===== src/hw/rtl/efr_pkg.sv =====
// efr_pkg: shared constants, types and register codes for the escaped frame receiver.
// Used by efr_cell, efr_chain and escaped_frame_receiver; depends on nothing.
`timescale 1ns / 1ps

package efr_pkg;

   localparam int MAX_FRAME_BYTES = 64;
   localparam int BYTE_W          = 8;
   localparam int IDX_W           = 6;
   localparam int LEN_W           = 7;
   localparam int CSR_IDX_W       = 2;

   localparam logic [CSR_IDX_W-1:0] CSR_ESCAPE_CODE = 2'd0;
   localparam logic [CSR_IDX_W-1:0] CSR_START_CODE  = 2'd1;
   localparam logic [CSR_IDX_W-1:0] CSR_END_CODE    = 2'd2;

   localparam logic [BYTE_W-1:0] ESCAPE_CODE_RST = 8'd19;
   localparam logic [BYTE_W-1:0] START_CODE_RST  = 8'd20;
   localparam logic [BYTE_W-1:0] END_CODE_RST    = 8'd21;

   typedef enum logic {
      ST_RECV,
      ST_DRAIN
   } efr_state_type;

   // Control broadcast to every cell of the payload chain.
   typedef struct packed {
      logic              clear;
      logic              shift;
      logic              write;
      logic [BYTE_W-1:0] wr_byte;
   } cell_ctrl_type;

endpackage


===== src/hw/rtl/efr_cell.sv =====
// efr_cell: one payload byte of the store chain, with its occupancy bit.
// Depends on efr_pkg (cell_ctrl_type, BYTE_W).
`timescale 1ns / 1ps

module efr_cell (
   input  logic                       clock,
   input  logic                       reset,
   input  efr_pkg::cell_ctrl_type     ctrl,
   input  logic                       left_valid,
   input  logic [efr_pkg::BYTE_W-1:0] right_data,
   input  logic                       right_valid,
   output logic [efr_pkg::BYTE_W-1:0] data,
   output logic                       valid
);

   logic [efr_pkg::BYTE_W-1:0] data_ff, data_in;
   logic                       valid_ff, valid_in;

   always_comb begin
      data_in  = data_ff;
      valid_in = valid_ff;
      if (ctrl.clear) begin
         valid_in = 1'b0;
      end else if (ctrl.shift) begin
         // advance toward the head
         data_in  = right_data;
         valid_in = right_valid;
      end else if (ctrl.write && !valid_ff && left_valid) begin
         // first empty cell takes the byte
         data_in  = ctrl.wr_byte;
         valid_in = 1'b1;
      end
   end

   always_ff @(posedge clock) begin
      if (reset) begin
         valid_ff <= 1'b0;
      end else begin
         valid_ff <= valid_in;
      end
   end

   always_ff @(posedge clock) begin
      data_ff <= data_in;
   end

   assign data  = data_ff;
   assign valid = valid_ff;

endmodule


===== src/hw/rtl/efr_chain.sv =====
// efr_chain: row of efr_cell instances holding one frame's payload in order.
// Depends on efr_pkg and efr_cell; cell 0 is the head that readout takes from.
`timescale 1ns / 1ps

module efr_chain (
   input  logic                                  clock,
   input  logic                                  reset,
   input  efr_pkg::cell_ctrl_type                ctrl,
   output logic [efr_pkg::BYTE_W-1:0]            head_data,
   output logic [efr_pkg::MAX_FRAME_BYTES-1:0]   occupied
);

   localparam int N = efr_pkg::MAX_FRAME_BYTES;

   logic [efr_pkg::BYTE_W-1:0] cell_data [N];
   logic [N-1:0]               cell_valid;

   for (genvar i = 0; i < N; i++) begin : g_cell
      logic                       lv;
      logic [efr_pkg::BYTE_W-1:0] rd;
      logic                       rv;

      if (i == 0) begin : g_head
         assign lv = 1'b1;
      end else begin : g_body
         assign lv = cell_valid[i-1];
      end

      if (i == N-1) begin : g_tail
         assign rd = '0;
         assign rv = 1'b0;
      end else begin : g_inner
         assign rd = cell_data[i+1];
         assign rv = cell_valid[i+1];
      end

      efr_cell u_cell (
         .clock       (clock),
         .reset       (reset),
         .ctrl        (ctrl),
         .left_valid  (lv),
         .right_data  (rd),
         .right_valid (rv),
         .data        (cell_data[i]),
         .valid       (cell_valid[i])
      );
   end

   assign head_data = cell_data[0];
   assign occupied  = cell_valid;

endmodule


===== src/hw/rtl/escaped_frame_receiver.sv =====
// escaped_frame_receiver: top level; byte decoder, frame control and readout.
// Depends on efr_pkg and efr_chain (which holds the efr_cell row).
`timescale 1ns / 1ps
//
//  channel | direction | handshake           | payload
//  --------+-----------+---------------------+-------------------------------------------
//  req_    | in        | req_valid/req_stall | req_rx_byte[7:0]
//  rsp_    | out       | rsp_valid/rsp_stall | rsp_frame_byte, rsp_byte_index,
//          |           |                     | rsp_frame_length, rsp_last
//  csr_    | in        | csr_valid/csr_ready | csr_index[1:0], csr_wdata[7:0]
//
// A closing end code hands the stored frame of N bytes to readout, which shifts the
// payload chain one cell per cycle into the output register while rsp_stall does not
// hold it. req_stall is high during readout. Synchronous active-high reset clears the
// codes to 19/20/21 and empties the chain at once; no clearing pass. csr_ready is
// always high.

module escaped_frame_receiver (
   input  logic                                clock,
   input  logic                                reset,
   // received bytes
   input  logic                                req_valid,
   output logic                                req_stall,
   input  logic [efr_pkg::BYTE_W-1:0]          req_rx_byte,
   // frame payload results
   output logic                                rsp_valid,
   input  logic                                rsp_stall,
   output logic [efr_pkg::BYTE_W-1:0]          rsp_frame_byte,
   output logic [efr_pkg::IDX_W-1:0]           rsp_byte_index,
   output logic [efr_pkg::LEN_W-1:0]           rsp_frame_length,
   output logic                                rsp_last,
   // register writes
   input  logic                                csr_valid,
   output logic                                csr_ready,
   input  logic [efr_pkg::CSR_IDX_W-1:0]       csr_index,
   input  logic [efr_pkg::BYTE_W-1:0]          csr_wdata
);

   localparam logic [efr_pkg::LEN_W-1:0] FULL_COUNT =
      efr_pkg::LEN_W'(efr_pkg::MAX_FRAME_BYTES);

   // ---------------------------------------------------------------- registers
   efr_pkg::efr_state_type          state_ff, state_in;
   logic [efr_pkg::BYTE_W-1:0]      esc_code_ff, esc_code_in;
   logic [efr_pkg::BYTE_W-1:0]      start_code_ff, start_code_in;
   logic [efr_pkg::BYTE_W-1:0]      end_code_ff, end_code_in;
   logic                            pend_ff, pend_in;
   logic                            open_ff, open_in;
   logic [efr_pkg::LEN_W-1:0]       fill_ff, fill_in;
   logic [efr_pkg::LEN_W-1:0]       len_ff, len_in;
   logic [efr_pkg::IDX_W-1:0]       rd_idx_ff, rd_idx_in;

   logic                            rsp_valid_ff, rsp_valid_in;
   logic [efr_pkg::BYTE_W-1:0]      rsp_byte_ff, rsp_byte_in;
   logic [efr_pkg::IDX_W-1:0]       rsp_idx_ff, rsp_idx_in;
   logic [efr_pkg::LEN_W-1:0]       rsp_len_ff, rsp_len_in;
   logic                            rsp_last_ff, rsp_last_in;

   // ---------------------------------------------------------------- decode
   logic                               req_xfer;
   logic                               csr_xfer;
   logic                               is_esc, is_start, is_end;
   logic                               take_lit;
   logic                               close_go;
   logic                               rsp_load;
   logic                               drain_last;
   efr_pkg::cell_ctrl_type             chain_ctrl;
   logic [efr_pkg::BYTE_W-1:0]         head_data;
   logic [efr_pkg::MAX_FRAME_BYTES-1:0] occupied;

   assign req_stall = (state_ff != efr_pkg::ST_RECV);
   assign req_xfer  = req_valid && !req_stall;
   assign csr_ready = 1'b1;
   assign csr_xfer  = csr_valid && csr_ready;

   // Escape test comes first, so a doubled escape always yields a literal escape;
   // the start meaning wins over the end meaning when both codes match.
   assign is_esc   = (req_rx_byte == esc_code_ff);
   assign is_start = (req_rx_byte == start_code_ff);
   assign is_end   = (req_rx_byte == end_code_ff);

   // Literal byte: a doubled escape, an escape before an ordinary byte, or a plain byte.
   assign take_lit = req_xfer && ((is_esc && pend_ff) ||
                                  (!is_esc && !(pend_ff && (is_start || is_end))));

   // Close with a non-empty open frame hands over to readout.
   assign close_go = req_xfer && !is_esc && pend_ff && !is_start && is_end &&
                     open_ff && (fill_ff != '0);

   // Output register frees up when empty or when its result is being taken.
   assign rsp_load   = (state_ff == efr_pkg::ST_DRAIN) && (!rsp_valid_ff || !rsp_stall);
   assign drain_last = ({1'b0, rd_idx_ff} + efr_pkg::LEN_W'(1)) == len_ff;

   // ---------------------------------------------------------------- next state
   always_comb begin
      state_in = state_ff;
      unique case (state_ff)
         efr_pkg::ST_RECV: begin
            if (close_go) begin
               state_in = efr_pkg::ST_DRAIN;
            end
         end
         efr_pkg::ST_DRAIN: begin
            if (rsp_load && drain_last) begin
               state_in = efr_pkg::ST_RECV;
            end
         end
         default: state_in = efr_pkg::ST_RECV;
      endcase
   end

   // ---------------------------------------------------------------- datapath
   always_comb begin
      esc_code_in   = esc_code_ff;
      start_code_in = start_code_ff;
      end_code_in   = end_code_ff;
      pend_in       = pend_ff;
      open_in       = open_ff;
      fill_in       = fill_ff;
      len_in        = len_ff;
      rd_idx_in     = rd_idx_ff;

      chain_ctrl         = '0;
      chain_ctrl.wr_byte = req_rx_byte;

      rsp_valid_in = rsp_load || (rsp_valid_ff && rsp_stall);
      rsp_byte_in  = rsp_byte_ff;
      rsp_idx_in   = rsp_idx_ff;
      rsp_len_in   = rsp_len_ff;
      rsp_last_in  = rsp_last_ff;

      // register writes; unknown index is dropped
      if (csr_xfer) begin
         unique case (csr_index)
            efr_pkg::CSR_ESCAPE_CODE: esc_code_in   = csr_wdata;
            efr_pkg::CSR_START_CODE:  start_code_in = csr_wdata;
            efr_pkg::CSR_END_CODE:    end_code_in   = csr_wdata;
            default: ;
         endcase
      end

      if (req_xfer) begin
         // hold a lone escape, drop it on anything that follows
         pend_in = is_esc && !pend_ff;
         if (!is_esc && pend_ff && is_start) begin
            // open, or restart an open frame empty
            open_in          = 1'b1;
            fill_in          = '0;
            chain_ctrl.clear = 1'b1;
         end else if (!is_esc && pend_ff && is_end) begin
            if (open_ff) begin
               open_in   = 1'b0;
               fill_in   = '0;
               len_in    = fill_ff;
               rd_idx_in = '0;
            end
         end
      end

      if (take_lit && open_ff) begin
         if (fill_ff == FULL_COUNT) begin
            // store full: abort the frame and drop the byte
            open_in          = 1'b0;
            fill_in          = '0;
            chain_ctrl.clear = 1'b1;
         end else begin
            chain_ctrl.write = 1'b1;
            fill_in          = fill_ff + efr_pkg::LEN_W'(1);
         end
      end

      // readout: advance the chain one cell into the output register
      if (rsp_load) begin
         chain_ctrl.shift = 1'b1;
         rsp_byte_in      = head_data;
         rsp_idx_in       = rd_idx_ff;
         rsp_len_in       = len_ff;
         rsp_last_in      = drain_last;
         rd_idx_in        = rd_idx_ff + efr_pkg::IDX_W'(1);
      end
   end

   always_ff @(posedge clock) begin
      if (reset) begin
         state_ff      <= efr_pkg::ST_RECV;
         esc_code_ff   <= efr_pkg::ESCAPE_CODE_RST;
         start_code_ff <= efr_pkg::START_CODE_RST;
         end_code_ff   <= efr_pkg::END_CODE_RST;
         pend_ff       <= 1'b0;
         open_ff       <= 1'b0;
         fill_ff       <= '0;
         rd_idx_ff     <= '0;
         rsp_valid_ff  <= 1'b0;
      end else begin
         state_ff      <= state_in;
         esc_code_ff   <= esc_code_in;
         start_code_ff <= start_code_in;
         end_code_ff   <= end_code_in;
         pend_ff       <= pend_in;
         open_ff       <= open_in;
         fill_ff       <= fill_in;
         rd_idx_ff     <= rd_idx_in;
         rsp_valid_ff  <= rsp_valid_in;
      end
   end

   always_ff @(posedge clock) begin
      len_ff      <= len_in;
      rsp_byte_ff <= rsp_byte_in;
      rsp_idx_ff  <= rsp_idx_in;
      rsp_len_ff  <= rsp_len_in;
      rsp_last_ff <= rsp_last_in;
   end

   efr_chain u_chain (
      .clock     (clock),
      .reset     (reset),
      .ctrl      (chain_ctrl),
      .head_data (head_data),
      .occupied  (occupied)
   );

   assign rsp_valid        = rsp_valid_ff;
   assign rsp_frame_byte   = rsp_byte_ff;
   assign rsp_byte_index   = rsp_idx_ff;
   assign rsp_frame_length = rsp_len_ff;
   assign rsp_last         = rsp_last_ff;

   // ---------------------------------------------------------------- assertions
   // While receiving, the chain holds exactly the bytes counted in the fill count.
   a_fill_matches_chain: assert property (@(posedge clock) disable iff (reset)
      (state_ff == efr_pkg::ST_RECV) |-> ($countones(occupied) == int'(fill_ff)))
      else $error("chain occupancy differs from fill count");

   // During readout the chain head always carries a stored byte.
   a_head_valid_in_drain: assert property (@(posedge clock) disable iff (reset)
      (state_ff == efr_pkg::ST_DRAIN) |-> occupied[0])
      else $error("readout ran past the stored frame");

   // Readout starts only after the frame was closed and its count cleared.
   a_drain_closed: assert property (@(posedge clock) disable iff (reset)
      (state_ff == efr_pkg::ST_DRAIN) |-> (!open_ff && fill_ff == '0 && len_ff != '0))
      else $error("readout with a frame still open");

   // The final byte of a run returns control to receiving.
   a_last_ends_drain: assert property (@(posedge clock) disable iff (reset)
      (rsp_load && drain_last) |=> (state_ff == efr_pkg::ST_RECV && occupied == '0))
      else $error("chain not empty after final readout");

endmodule

===== config.mk =====
export PLATFORM = sky130hd
export DESIGN_NAME = escaped_frame_receiver
export DESIGN_NICKNAME = d
export VERILOG_FILES = /design/src/hw/rtl/efr_pkg.sv /design/src/hw/rtl/efr_cell.sv /design/src/hw/rtl/efr_chain.sv /design/src/hw/rtl/escaped_frame_receiver.sv
export SDC_FILE = /design/constraint.sdc
export NUM_CORES = 1
export LEC_CHECK = 0
export ABC_AREA = 1
export BUFFER_PORTS_ARGS = -buffer_cell sky130_fd_sc_hd__clkbuf_2
export CAP_MARGIN = 5
export CORE_ASPECT_RATIO = 0.7
export CORE_MARGIN = 3
export CORE_UTILIZATION = 61
export DETAILED_ROUTE_END_ITERATION = 10
export GPL_TIMING_DRIVEN = 1
export PLACE_DENSITY_LB_ADDON = 0.05
export RECOVER_POWER = 25
export SYNTH_ARGS = -nofsm -noshare
export SYNTH_HDL_FRONTEND = slang
export SYNTH_SLANG_ARGS = --single-unit

===== constraint.sdc =====
create_clock -name clock -period 3 [get_ports clock]
set_input_delay 0.15 -clock clock [delete_from_list [all_inputs] [get_ports clock]]
set_output_delay 0.15 -clock clock [all_outputs]
set_load 0.01 [all_outputs]

==> results of run 1 <==
[layout by cell type (no fill, tap or decap), types with 22 or more instances in the layout]
cell / n
nand2_1: 1262
inv_1: 127
nand4_1: 130
o21ai_0: 22
a21oi_1: 29
edfxtp_1: 541
clkbuf_16: 59
clkbuf_1: 34
dfxtp_1: 105
nor2_1: 231
[layout make-up]
cell class / instances / area, µm² / share of cell area [%]
flip-flops and latches: 646 / 18300 / 62.3
multi-input cells: 1736 / 7130 / 24.2
clock buffers: 73 / 1600 / 5.43
repair buffers: 98 / 758 / 2.57
well taps: 585 / 732 / 2.48
inverters: 137 / 522 / 1.77
clock inverters: 35 / 387 / 1.31
[flip-flops by register name, summed over array words and instances (netlist names)]
signal	count
u_chain.g_cell.u_cell.valid	64
open_ff	1
rsp_valid	1
u_chain.g_cell.u_cell.data	512
esc_code_ff	8
fill_ff	7
end_code_ff	8
rsp_last	1
rd_idx_ff	6
start_code_ff	8
pend_ff	1
rsp_frame_byte	8
rsp_byte_index	6
req_stall	1
rsp_frame_length	7
len_ff	7
[cell families (layout without fill, tap and decap cells)]
group | count (synthesis) | in the layout | share of synthesized area (%)
other cells | 1 | 1 | 0.0140
xor+xnor | 17 | 17 | 0.555
flops | 646 | 646 | 68.4
simple gates | 1654 | 1654 | 24.6
buf+inv | 304 | 343 | 5.09
compound gates | 61 | 61 | 1.23
fa+ha+maj | 3 | 3 | 0.140
[per-layer routing]
| metal | GRT usage [%] | vias up |
|---|---|---|
| li1 | - | 8745 |
| met1 | 36.7 | 8804 |
| met2 | 37.2 | 596 |
| met3 | 3.81 | 77 |
| met4 | 4.33 | 0 |
| met5 | 0 | - |
[power by group]
group          leakage, µW  switching (µW)  internal [µW]  total, µW
Clock             0.000951            3260           4390       7660
Sequential         0.00572            10.9           9710       9720
Combinational      0.00463             371            159        531
[tightest hold or removal path: cells and delay by family]
family / cells / cell delay (ns)
AO/OA/AOI/OAI: 1 / 0.09
buffers and inverters: 2 / 0.22
AND/OR/NAND/NOR: 1 / 0.10
[final timing paths]
kind                                               from                                     endpoint  slack [ns]  depth (start not counted)
max reg2reg                        rsp_valid$_SDFF_PP0_  u_chain.g_cell[33].u_cell.data[2]$_DFFE_PP_        0.40                          7
min                                           req_valid                         pend_ff$_SDFFE_PP0P_        0.03                          4
min reg2reg  u_chain.g_cell[0].u_cell.data[5]$_DFFE_PP_                  rsp_frame_byte[5]$_DFFE_PP_        0.42                          0
max                                rsp_valid$_SDFF_PP0_  u_chain.g_cell[33].u_cell.data[2]$_DFFE_PP_        0.40                          7
[stage by stage]
step	hold slack [ns]	instance area, µm²	instances	total power (µW)	util, %
6_report	0.0281	29500	3310	17900	68.7
4_1_cts	0.00146	29600	3310	18000	68.9
3_3_place_gp	0.405	27400	3188	10400	64.0
3_5_place_dp	0.409	27400	3188	10400	64.0
5_1_grt	0.0315	29500	3310	18500	68.7
2_1_floorplan	0.219	26800	2686	10200	-
==> run_results.csv, run 1 <==
group,metric,value,unit
job,drv_cap,0,
drt,wl_per_cell,16.8,µm
worst_setup_path,crit_path_end_kind,"flip-flop",
sta,fmax,385,MHz
drt,drtPass1Iterations,5,
clock_network,root_buffer,"clkbuf_16",
synth,synth_warnings,0,
clock_network,clkLatencyLatePin,0.59,ns
grt,grt-ovfl-total,0,
clock_network,cts-resized-gates,0,
synth,synth.most_common_cell,"nand2_1",
place,io_buffers,46,
synth,ys_ff_latch,646,
grt,track_usage,24.0,%
clock_network,cts_buffers,58,
die,core,42900,µm²
synth,synth_common_cells,"nand2_1 (1263), edfxtp_1 (541), nor2_1 (231), nand4_1 (130), inv_1 (124)",
sta,timing.setup.tns,0,ns
sta,setup_ws,0.402,ns
drt,dr_wl_met3,3.64,mm
worst_setup_path,crit_type,"reg2reg",
worst_setup_path,cp_slowest_cell,"inv_1",
synth,netlist_area,26800,µm²
worst_hold_path,hold_class,"in2reg",
pwr,max-vdd-ir-drop,509,µV
clock_network,ctsHoldBuffers,14,
synth,synth_area_per_cell,9.99,µm²
worst_setup_path,worst_path_largest_cell_delay,0.88,ns
drt,wl,55.6,mm
die,rows,63,
worst_setup_path,crit_fanout,36,
worst_setup_path,worst_ep_required_time,3.33,ns
worst_setup_path,startpoint_type,"flip-flop",
drt,wl_met2,25.2,mm
worst_setup_path,critical-path-top-delay-family,"buffers and inverters",
sta,fin_crit_sh,86.6,%
clock_network,path_clk_slew,0.07,ns
drt,drc,0,
run_status,outcome,"finished clean",
synth,yosysSeqAreaShare,68.4,%
final_layout,synthToLayoutAreaGrowth,9.86,%
pwr,cellPowerDensity,608,nW/µm²
worst_setup_path,timing.critical_path.mode_cell,"nand2_1",
final_layout,final_layout_size_suffix_gt1_share,6.24,%
die,dieArea,46600,µm²
pwr,p_leak,0.0113,µW
sta,maxSlewViolCount,0,
clock_network,cts.sinks,646,
final_layout,fill_cells,3314,
grt,grt_antenna_before_repair,0,
synth,synth_edf_count,541,
sta,skew,0.0124,ns
clock_network,htreeDepth,2,
clock_network,cts.path.max_buffers,3,
synth,async_reset_ff_share,0,%
sta,period_minus_slack,2.60,ns
synth,netlist_instances,2686,
synth,syn_nets,2712,
clock_network,cts_setup_buffers,0,
place,place_hpwl,32.6,mm
place,gp_congestion,0.866,
die,die_w,257,µm
synth,synthTopCellsByArea,"edfxtp_1 (61%), nand2_1 (18%), dfxtp_1 (7.8%)",
synth,synth_area_leader_cell,"edfxtp_1",
sta,finalHoldViolations,0,
sta,tightest_slew,1.28,ns
sta,rsz0062_at_grt,"no",
grt,grt_pass1_vias,17500,
drt,ant_nets,0,
worst_setup_path,path_buf_inv,3,
drt,highest-signal-layer,"met4",
grt,grt_max_degree,253,
place,post-place-ws,0.572,ns
clock_network,cts_tree,"done",
worst_setup_path,worstPathCellList,"nand2_1 > nand2_1 > inv_8 > nor2_1 > inv_1 > buf_4 > nand2_1",
grt,grt_pass1_wl,91.6,mm
drt,wl_met1,26.0,mm
sta,report.final.setup_viol,0,
drt,via_per_inst,5.51,
drt,drt_iter0_drc,1931,
die,io_pins,48,
final_layout,diodes,0,
synth,synth_top_area_share,60.6,%
drt,num_vias,18200,
final_layout,finalNetCount,2703,
die,die_height,181,µm
synth,ys.flop_type,"edfxtp_1",
worst_setup_path,critPathArrivalTime,2.93,ns
die,start_util,62.6,%
sta,timing.slew.headroom,14.5,%
synth,yosysUniqueCellTypes,31,
(Power assumes the default switching activity.)
==> run 2, diff against run 1 <==
--- a/config.mk
+++ b/config.mk
@@ -9,7 +9,7 @@
 export BUFFER_PORTS_ARGS = -buffer_cell sky130_fd_sc_hd__clkbuf_2
 export CAP_MARGIN = 5
 export CORE_ASPECT_RATIO = 0.7
-export CORE_MARGIN = 3
+export CORE_MARGIN = 2
 export CORE_UTILIZATION = 61
 export DETAILED_ROUTE_END_ITERATION = 10
 export GPL_TIMING_DRIVEN = 1
==> run_results.csv, run 2 (same netlist as run 1, synthesis figures left out) <==
group,metric,value,unit
drt,drc,0,
clock_network,cts_setup_buffers,0,
final_layout,diodes,0,
clock_network,cts.path.max_buffers,3,
worst_setup_path,worst_path_largest_cell_delay,0.65,ns
place,io_buffers,46,
worst_setup_path,worst_ep_required_time,3.30,ns
clock_network,cts-resized-gates,0,
sta,timing.setup.tns,0,ns
worst_setup_path,critical-path-top-delay-family,"buffers and inverters",
grt,grt_pass1_vias,17300,
clock_network,cts_buffers,58,
worst_setup_path,path_buf_inv,3,
clock_network,cts_tree,"done",
final_layout,multi_input_area,7130,µm²
final_layout,fill_cells,3369,
sta,tightest_slew,1.36,ns
place,dp_cells,3199,
die,dieArea,45700,µm²
final_layout,instances_no_fill,3321,
clock_network,clkLatencyLatePin,0.61,ns
drt,ant_nets,0,
run_status,outcome,"finished clean",
worst_setup_path,crit_path_end_kind,"flip-flop",
drt,drtPass1Iterations,6,
final_layout,finalNetCount,2703,
grt,grt-ovfl-total,0,
sta,period_minus_slack,2.63,ns
die,rows,64,
drt,wl,55.7,mm
drt,via_per_inst,5.48,
grt,grt_antenna_before_repair,0,
final_layout,synthToLayoutAreaGrowth,9.37,%
pwr,p_leak,0.0113,µW
sta,timing.slew.headroom,9.36,%
pwr,cellPowerDensity,593,nW/µm²
final_layout,largest_reg_flops,512,
worst_setup_path,cp_slowest_cell,"clkbuf_2",
grt,grt_max_degree,195,
drt,drt_iter0_drc,1894,
place,gp_congestion,0.834,
worst_setup_path,critPathArrivalTime,2.92,ns
final_layout,layout_common_cells,"nand2_1 (1262), edfxtp_1 (541), nor2_1 (231), nand4_1 (130), inv_1 (128)",
worst_setup_path,crit_fanout,24,
sta,fin_crit_sh,87.6,%
sta,finalHoldViolations,0,
die,io_pins,48,
die,start_util,61.6,%
worst_setup_path,worstPathCellList,"nand2_1 > nand2_1 > inv_8 > nor2_1 > inv_1 > clkbuf_2 > nand2_1",
die,core,43600,µm²
clock_network,htreeDepth,2,
sta,rsz0062_at_grt,"no",
clock_network,path_clk_slew,0.06,ns
grt,grt_pass1_wl,90.5,mm
die,die_height,179,µm
grt,track_usage,24.6,%
sta,fmax,381,MHz
sta,maxSlewViolCount,0,
worst_hold_path,hold_class,"in2reg",
place,place_hpwl,31.7,mm
drt,num_vias,18200,
pwr,max-vdd-ir-drop,584,µV
job,drv_cap,0,
final_layout,seqCellArea,18300,µm²
sta,report.final.setup_viol,0,
sta,skew,0.0259,ns
drt,wl_per_cell,16.8,µm
clock_network,cts.sinks,646,
worst_setup_path,timing.critical_path.mode_cell,"nand2_1",
worst_setup_path,startpoint_type,"flip-flop",
clock_network,root_buffer,"clkbuf_16",
worst_setup_path,crit_type,"reg2reg",
die,die_w,255,µm
final_layout,final_layout_size_suffix_gt1_share,5.61,%
final_layout,layout_commonest_cell,"nand2_1",
run 2: timing repair:
item                                   CTS  global route
hold buffers                            12             0
setup endpoints to repair                0             0
endpoints found under the hold margin   39             0
run 2: routing by layer:
| metal | GRT usage [%] | wire (µm) | vias up |
|---|---|---|---|
| li1 | - | - | 8756 |
| met1 | 39.1 | 26500 | 8698 |
| met2 | 35.8 | 24400 | 684 |
| met3 | 3.87 | 3980 | 76 |
| met4 | 5.64 | 852 | 0 |
| met5 | 0 | 0 | - |
run 2: worst paths after layout:
kind	from	depth (start not counted)	slack, ns	end
hold / removal	req_rx_byte[7]	3	0.03	u_chain.g_cell[63].u_cell.data[7]$_SDFFCE_PP0P_
setup reg to reg	rsp_valid$_SDFF_PP0_	7	0.37	u_chain.g_cell[28].u_cell.data[3]$_DFFE_PP_
hold reg to reg	u_chain.g_cell[0].u_cell.data[3]$_DFFE_PP_	0	0.42	rsp_frame_byte[3]$_DFFE_PP_
setup / recovery	rsp_valid$_SDFF_PP0_	7	0.37	u_chain.g_cell[28].u_cell.data[3]$_DFFE_PP_
run 2: report_power, final:
group	internal [µW]	leakage (µW)	total, µW	switching [µW]
clock	3910	0.000882	7130	3220
combinational	157	0.00467	526	369
sequential	9710	0.00572	9730	10.6
total	13800	0.0113	17400	3600
run 2: final cells by class:
type / instances / area share, %
well taps: 594 / 2.53
clock buffers: 82 / 5.36
inverters: 137 / 1.78
clock inverters: 28 / 0.768
flip-flops and latches: 646 / 62.5
multi-input cells: 1736 / 24.3
repair buffers: 98 / 2.74
run 2: tightest hold or removal path, cell delays in order:
cell	delay, ns
clkbuf_2	0.14
inv_2	0.10
nor2_1	0.06
run 2: stage by stage:
step / area [µm²] / setup WS [ns] / hold WS (ns) / util, % / total power (µW)
after detailed placement: 27600 / 0.683 / 0.407 / 63.3 / 10400
after CTS: 29500 / 0.690 / 0.00891 / 67.7 / 17500
after global placement: 27600 / 0.713 / 0.396 / 63.3 / 10400
after global routing: 29300 / 0.219 / 0.0428 / 67.4 / 17900
after floorplan: 26800 / 0.735 / 0.219 / - / 10200
final: 29300 / 0.373 / 0.0304 / 67.4 / 17400
